File: src/rtl/lbfr_pkg.sv
// Package with the item codes, defaults and shared types of the bit-field reader.
package lbfr_pkg;

  // Default depth of the byte store.
  localparam int unsigned STORE_BYTES_DEF = 4096;

  // Item function codes.
  localparam logic [2:0] FUNC_CLEAR   = 3'd0;
  localparam logic [2:0] FUNC_APPEND  = 3'd1;
  localparam logic [2:0] FUNC_READ    = 3'd2;
  localparam logic [2:0] FUNC_VARUINT = 3'd3;
  localparam logic [2:0] FUNC_SKIP    = 3'd4;
  localparam logic [2:0] FUNC_SETPOS  = 3'd5;

  // Largest field a read-bits item may return.
  localparam logic [5:0] MAX_READ_BITS = 6'd32;

  // Slot index of the last byte of the longest varuint (five bytes).
  localparam logic [2:0] VARUINT_LAST_SLOT = 3'd4;

  // Control of the shared alignment unit.
  typedef struct packed {
    logic [2:0] off;     // bit offset of the field inside the first byte
    logic [2:0] slot;    // index of the aligned byte within the field
    logic       varint;  // pack seven payload bits per byte instead of eight
  } align_ctl_t;

endpackage

File: src/rtl/lbfr_align.sv
// Shared alignment unit: pulls one byte at a bit offset from two stored bytes
// and merges it into the field accumulator.
module lbfr_align (
  input  lbfr_pkg::align_ctl_t ctl,
  input  logic [7:0]           lo_byte,
  input  logic [7:0]           hi_byte,
  input  logic [31:0]          acc,
  output logic [7:0]           aligned,
  output logic [31:0]          acc_next
);
  import lbfr_pkg::*;

  logic [15:0] pair;
  logic [5:0]  shamt;

  assign pair    = {hi_byte, lo_byte};
  assign aligned = 8'(pair >> ctl.off);

  // Eight bits per slot for raw fields, seven per slot for varuint payloads.
  always_comb begin
    if (ctl.varint) begin
      shamt    = {ctl.slot, 3'b000} - {3'b000, ctl.slot};
      acc_next = acc | (32'(aligned[6:0]) << shamt);
    end else begin
      shamt    = {ctl.slot, 3'b000};
      acc_next = acc | (32'(aligned) << shamt);
    end
  end

endmodule

File: config.mk
export PLATFORM = sky130hd
export DESIGN_NAME = lbfr_align
export DESIGN_NICKNAME = d
export VERILOG_FILES = /design/src/rtl/lbfr_pkg.sv /design/src/rtl/lbfr_align.sv
export SDC_FILE = /design/constraint.sdc
export NUM_CORES = 1
export LEC_CHECK = 0
export ABC_AREA = 1
export BUFFER_PORTS_ARGS = -buffer_cell sky130_fd_sc_hd__buf_2
export CELL_PAD_IN_SITES_DETAIL_PLACEMENT = 1
export CELL_PAD_IN_SITES_GLOBAL_PLACEMENT = 2
export CORE_MARGIN = 10
export CORE_UTILIZATION = 23
export DETAILED_ROUTE_END_ITERATION = 7
export PLACE_DENSITY_LB_ADDON = 0.12
export SYNTH_ARGS = -nofsm -noshare
export SYNTH_HDL_FRONTEND = slang
export SYNTH_SLANG_ARGS = --single-unit
File: constraint.sdc
create_clock -name vclk -period 2.9
set_clock_uncertainty 0.05 [all_clocks]
set_input_delay 0.29 -clock vclk [all_inputs]
set_output_delay 0.29 -clock vclk [all_outputs]
set_load 0.02 [all_outputs]
==> results.cfg, run 1 <==
[sta]
final_hold_viol_count = 0
maxSlewHeadroom_pct = 63.62
rsz0062_at_grt = no
final_max_slew_viol_count = 0
period_share_pct = 85.95
fmax_mhz = 401.2
tns_ns = 0
hold_slack_ns = 0.8385
setup_violations = 0
finalCriticalPeriod_ns = 2.493
worst_slew_pin_slew_ns = 0.5450

[setup_path]
end_kind = output pin
cp.arrival_ns = 2.15
startpoint_type = primary input
crit_fanout = 9
crit_type = primary input to output pin
cp.required_ns = 2.56

[floorplan]
dieArea_sq_um = 11170
std_cell_rows = 31
fp.dieH_um = 105.7
start_util_pct = 23.41
core-area_sq_um = 7214
die_width_um = 105.7
io_pins = 95

[global_route]
grt_first_pass_wirelength_mm = 13.23
track_usage_pct = 13.75
grt_max_degree = 17
grt_overflow = 0
antenna_found_initial = 0
first_global_vias = 2601

[drt]
wire_per_inst_um = 16.06
antenna_left = 0
drtPass1Iterations = 4
drc = 0
wirelength_mm = 7.966
drt_iter0_markers = 92
avgViaCountPerCell = 4.750
num_vias = 2356

[pwr]
ir_drop_uv = 67.87
p_leak_nw = 1.223
powerDensity_nw_per_um2 = 219.1

[synth]
netlist_area_sq_um = 1689
syn_inst = 309
yosys_warnings = 0
ys_seq_area_share_pct = 0
synth_area_leaders = nand3_1, nand2_1, nand2_2, nand3_2, o21bai_1
yosysTopAreaCellShare_pct = 19.26
avgSynthCellArea_sq_um = 5.466
synth_top_area_cell = nand3_1
synth_fp_nets = 365
yosysUniqueCellTypes = 24

[final_layout]
seqCellArea_sq_um = 0
seq_cell_count = 0
stdcell_count = 496
utilization_pct = 31.17
n_antenna_cell = 0
drive_gt1_share_pct = 41.56
num-fill-cells = 1052
syn2layout_area_growth_pct = 33.11
nets = 455
final_common_cell = buf_2
num-clock-buffers = 0
final_cell_mix = buf_2, nand2_1, nand3_1

[place]
dp_cells = 496
hpwl_mm = 6.906
io_buffers = 94
place_congestion = 0.8305

[hold_path]
min_path_type = primary input to output pin

[job]
cap_violations = 0

[clock_network]
postCtsHoldBufs = 0
cts_resized = 0
post_cts_buffers = 0

[run_status]
status = finished clean
==> routing by layer <==
layer  wire length (um)  GRT usage (%)  up-vias
li1                   -              -     1208
met1               3958          19.22     1095
met2               3722          23.41       53
met3                285          1.401        0
met4                  0        0.09671        0
met5                  0              0        -
==> report_power, final <==
| group | switching, mW | internal [mW] |
|---|---|---|
| clock network | 0 | 0 |
| registers | 0 | 0 |
| logic | 0.329 | 0.164 |
==> cells in the mapped netlist (all sizes together) <==
library cell  instances
nor3                  1
ha                    1
nand3                80
nand3b                9
a21oi                 8
xor2                  1
o21bai               15
xnor2                 1
nand2               110
o21ai                11
nand4                 5
a31oi                 6
buf                  15
inv                  35
nor2                 11
==> final timing paths <==
path | end | slack (ns) | cells after the start | from
max | acc_next[2] | 0.41 | 12 | ctl[2]
min | acc_next[3] | 0.84 | 3 | acc[3]
==> through the flow <==
| step | power [mW] | setup slack (ns) | cell area (sq um) |
|---|---|---|---|
| after global routing | 0.5500 | 0.1593 | 2248 |
| after global placement | 0.4941 | 0.4252 | 2248 |
| final | 0.4926 | 0.4074 | 2248 |
| after CTS | 0.4991 | 0.4012 | 2248 |
| after detailed placement | 0.4978 | 0.3982 | 2248 |
| after floorplan | 0.3363 | 0.6561 | 1689 |
==> worst max-delay path: stages <==
cell	delay, ns
buf_2	0.12
inv_1	0.08
ha_1	0.21
inv_1	0.05
o21ai_1	0.14
xor2_1	0.27
inv_2	0.10
nor2_2	0.26
buf_4	0.24
nand4_1	0.11
nand3b_1	0.11
buf_2	0.17
==> cell families after synthesis <==
kind of cell,Yosys count,share of synthesized area [%]
adders and majority gates,1,0.7406
and+or+nand+nor,216,68.30
buffers and inverters,50,13.85
xor gates and xnor gates,2,1.482
AOI/OAI and AO/OA,40,15.63
==> area by class of cell <==
cell class                      instances  area, sq um  area share [%]
Multi-Input combinational cell        259         1455           64.72
Timing Repair Buffer                  103        538.0           23.93
Inverter                               35        131.4           5.843
Tap cell                               99        123.9           5.509
Power figures use the tool's default switching activity.
==> inputs of run 2 (changes only) <==
BUFFER_PORTS_ARGS = -buffer_cell sky130_fd_sc_hd__clkbuf_2   (was -buffer_cell sky130_fd_sc_hd__buf_2)
GPL_ROUTABILITY_DRIVEN = 1   (was not set)
SKIP_LAST_GASP = 1   (was not set)
==> run 2 against run 1 <==
Worst setup slack better by 0.047 ns. Power rose by 0.41%. Fmax up 1.9%. Via count rose by 1.3%. Cell count rose by 0.20%. Sequential share of layout area unchanged. Combinational power is essentially flat. Largest cell class unchanged.
==> results.cfg, run 2 (synthesis results as in run 1) <==
[run_status]
status = finished clean

[pwr]
powerDensity_nw_per_um2 = 219.3
ir_drop_uv = 73.07
p_leak_nw = 1.251

[job]
cap_violations = 0

[global_route]
antenna_found_initial = 0
first_global_vias = 2610
track_usage_pct = 13.95
grt_overflow = 0
grt_max_degree = 17
grt_first_pass_wirelength_mm = 13.39

[sta]
period_share_pct = 84.34
setup_violations = 0
worst_slew_pin_slew_ns = 0.5391
rsz0062_at_grt = no
hold_slack_ns = 0.8493
layout_setup_ws_ns = 0.4541
tns_ns = 0
fmax_mhz = 408.9
final_hold_viol_count = 0
final_max_slew_viol_count = 0
finalCriticalPeriod_ns = 2.446
maxSlewHeadroom_pct = 64.02

[hold_path]
min_path_type = primary input to output pin
hold_end = acc_next[19]
worstHoldStart = acc[19]
hold_depth = 3

[clock_network]
post_cts_buffers = 0
postCtsHoldBufs = 0
cts_resized = 0

[final_layout]
syn2layout_area_growth_pct = 33.56
utilization_pct = 31.27
seqCellArea_sq_um = 0
final_common_cell = clkbuf_2
nets = 456
drive_gt1_share_pct = 41.71
n_antenna_cell = 0
num-clock-buffers = 0
final_cell_mix = clkbuf_2, nand2_1, nand3_1
seq_cell_count = 0

[drt]
drtPass1Iterations = 4
drc = 0
num_vias = 2386
avgViaCountPerCell = 4.801
drt_iter0_markers = 128
wire_per_inst_um = 16.04
antenna_left = 0
wirelength_mm = 7.973

[setup_path]
crit_fanout = 11
crit_type = primary input to output pin
end_kind = output pin
cp.required_ns = 2.56
startpoint_type = primary input
cp.arrival_ns = 2.11

[floorplan]
fp.dieH_um = 105.7
io_pins = 95
std_cell_rows = 31
start_util_pct = 23.41
core-area_sq_um = 7214
dieArea_sq_um = 11170
die_width_um = 105.7

[place]
io_buffers = 94
place_congestion = 0.8146
hpwl_mm = 6.858
place_ws_ns = 0.4122
==> run 2: changes by cell type in the layout (fill, tap and decap cells not counted), sizes merged <==
| cell | delta |
|---|---|
| buf | -93 |
| clkbuf | +94 |
==> run 2: area by class of cell <==
cell class | instances | area [sq um]
inverters | 35 | 131.4
multi-input cells | 259 | 1455
fillers | 1017 | 4959
repair buffers | 104 | 545.5
well taps | 99 | 123.9
==> run 2: through the flow <==
| stage | cells | power, mW | cell area, sq um |
|---|---|---|---|
| after CTS | 497 | 0.5014 | 2256 |
| after detailed placement | 497 | 0.5000 | 2256 |
| final | 497 | 0.4947 | 2256 |
| after global routing | 497 | 0.5558 | 2256 |
| after global placement | 497 | 0.4954 | 2256 |
| after floorplan | 309 | 0.3363 | 1689 |
==> run 2: worst max path at each step <==
stage	start	end	slack, ns	depth (start not counted)
after global routing	ctl[2]	acc_next[2]	0.20	12
after floorplan	ctl[1]	acc_next[3]	0.66	11
after CTS	ctl[2]	acc_next[3]	0.42	12
final	ctl[2]	acc_next[2]	0.45	12
after global placement	ctl[2]	acc_next[2]	0.45	12
after detailed placement	ctl[2]	acc_next[3]	0.41	12
==> run 2: metal layers <==
| metal | GRT usage [%] | share of wire (%) |
|---|---|---|
| met5 | 0 | 0 |
| met1 | 19.28 | 48 |
| met4 | 0.3868 | 0.26 |
| met3 | 1.766 | 5.9 |
| met2 | 23.63 | 46 |
==> run 2: critical path, cell delays in order <==
cell and delay, ns:
clkbuf_2 0.11, inv_1 0.06, ha_1 0.22, xnor2_2 0.18, inv_2 0.14, o21ai_1 0.10, nand2_1 0.11, nor2_2 0.27
buf_4 0.23, nand4_1 0.10, nand3b_1 0.11, clkbuf_2 0.17
==> run 2: power breakdown <==
group | internal, mW | switching [mW]
clock network | 0 | 0
logic | 0.164 | 0.331
registers | 0 | 0
==> inputs of run 3 (changes only) <==
CORE_UTILIZATION = 21   (was 23)
clock period = 2.5 ns   (was 2.9 ns; I/O delays follow)
==> run 3 against run 2 <==
Power up 18%. Cell count increased by 1.2%. Worst setup slack got worse by 0.22 ns. Flip-flop and latch count stayed put. Combinational power grew 18%. First-iteration DRC count shrank 41%. Cell area up 1.2%. Routed wire length is 2.4% higher. Non-clock buffer count up 3. Hold slack worse by 0.080 ns. Sequential share of layout area is the same. Critical path type unchanged. Critical endpoint is now acc_next[5]. Largest power group unchanged.
==> results.cfg, run 3 (synthesis results as in run 1) <==
[global_route]
grt_first_pass_wirelength_mm = 13.18
track_usage_pct = 13.24
grt_max_degree = 17
grt_overflow = 0
first_global_vias = 2577
antenna_found_initial = 0

[final_layout]
final_common_cell = clkbuf_2
design_area_sq_um = 2282
multi_input_area_sq_um = 1455
stdcell_count = 503
nets = 459
drive_gt1_share_pct = 42.14
seqCellArea_sq_um = 0
seq_cell_count = 0
syn2layout_area_growth_pct = 35.11
n_antenna_cell = 0
final_cell_mix = clkbuf_2, nand2_1, nand3_1
num-clock-buffers = 0
num-fill-cells = 1086

[drt]
num_vias = 2344
avgViaCountPerCell = 4.660
drtPass1Iterations = 4
drt_iter0_markers = 76
wire_per_inst_um = 16.23
drc = 0
wirelength_mm = 8.163
antenna_left = 0

[clock_network]
post_cts_buffers = 0
postCtsHoldBufs = 0
cts_resized = 0

[floorplan]
start_util_pct = 21.75
dieArea_sq_um = 12030
io_pins = 95
core-area_sq_um = 7767
die_width_um = 109.7
fp.dieH_um = 109.7
std_cell_rows = 32

[sta]
tns_ns = 0
worst_slew_pin_slew_ns = 0.5261
fmax_mhz = 442.1
maxSlewHeadroom_pct = 64.89
rsz0062_at_grt = no
layout_setup_ws_ns = 0.2380
period_share_pct = 90.48
setup_violations = 0
final_hold_viol_count = 0
final_max_slew_viol_count = 0
finalCriticalPeriod_ns = 2.262

[place]
io_buffers = 94
hpwl_mm = 7.165
place_congestion = 0.8266
dpl_cell_area_sq_um = 2282
dp_cells = 503
place_ws_ns = 0.2117

[pwr]
power_mw = 0.5815
ir_drop_uv = 90.96
p_leak_nw = 1.265
powerDensity_nw_per_um2 = 254.8

[setup_path]
worstSetupStartpoint = ctl[4]
cp.required_ns = 2.20
crit_type = primary input to output pin
crit_fanout = 15
end_kind = output pin
crit_end = acc_next[5]
startpoint_type = primary input
cp.arrival_ns = 1.96

[hold_path]
min_path_type = primary input to output pin

[run_status]
status = finished clean

[job]
cap_violations = 0
## run 3: cell types whose count changed in the layout (fill, tap and decap cells not counted)
cell,previous run,this run
buf_4,10,13
## run 3: worst max-delay path, stage by stage
cell,delay [ns]
clkbuf_2,0.09
inv_2,0.24
nand2_1,0.14
nand3_1,0.12
nand3_1,0.14
nand2_4,0.13
nand2_2,0.09
nand2_1,0.10
nand3_1,0.09
nand2_1,0.16
nand3_1,0.09
nand3b_1,0.13
clkbuf_2,0.18
## run 3: worst min path at each step
| stage | slack, ns | end | from | cells after the start |
|---|---|---|---|---|
| floorplan | 0.63 | acc_next[14] | acc[14] | 2 |
| global placement | 0.77 | acc_next[3] | acc[3] | 3 |
| detailed placement | 0.77 | acc_next[4] | acc[4] | 3 |
| CTS | 0.78 | acc_next[4] | acc[4] | 3 |
| global route | 0.79 | acc_next[22] | acc[22] | 4 |
| finish | 0.77 | acc_next[4] | acc[4] | 3 |
## run 3: where the power goes
| part | switching (mW) | internal [mW] | total, mW |
|---|---|---|---|
| Sequential | 0 | 0 | 0 |
| Combinational | 0.387 | 0.194 | 0.582 |
| Clock | 0 | 0 | 0 |
## run 3: stage by stage
step | utilization [%] | hold WS [ns]
final | 29.38 | 0.7691
after CTS | 29.38 | 0.7753
after global placement | 29.38 | 0.7721
after floorplan | - | 0.6250
after detailed placement | 29.38 | 0.7739
after global routing | 29.38 | 0.7947
## run 3: layer usage
metal	global-route usage (%)	vias up	wire (um)	share of wire (%)
li1	-	1211	-	-
met1	18.15	1083	3817	47
met2	22.74	50	3861	47
met3	1.872	0	485	5.9
met4	0	0	0	0
met5	0	-	0	0
## run 3: area by class of cell
type	count	share of cell area (%)
multi-input cells	259	63.76
well taps	102	5.592
repair buffers	107	24.89
inverters	35	5.757
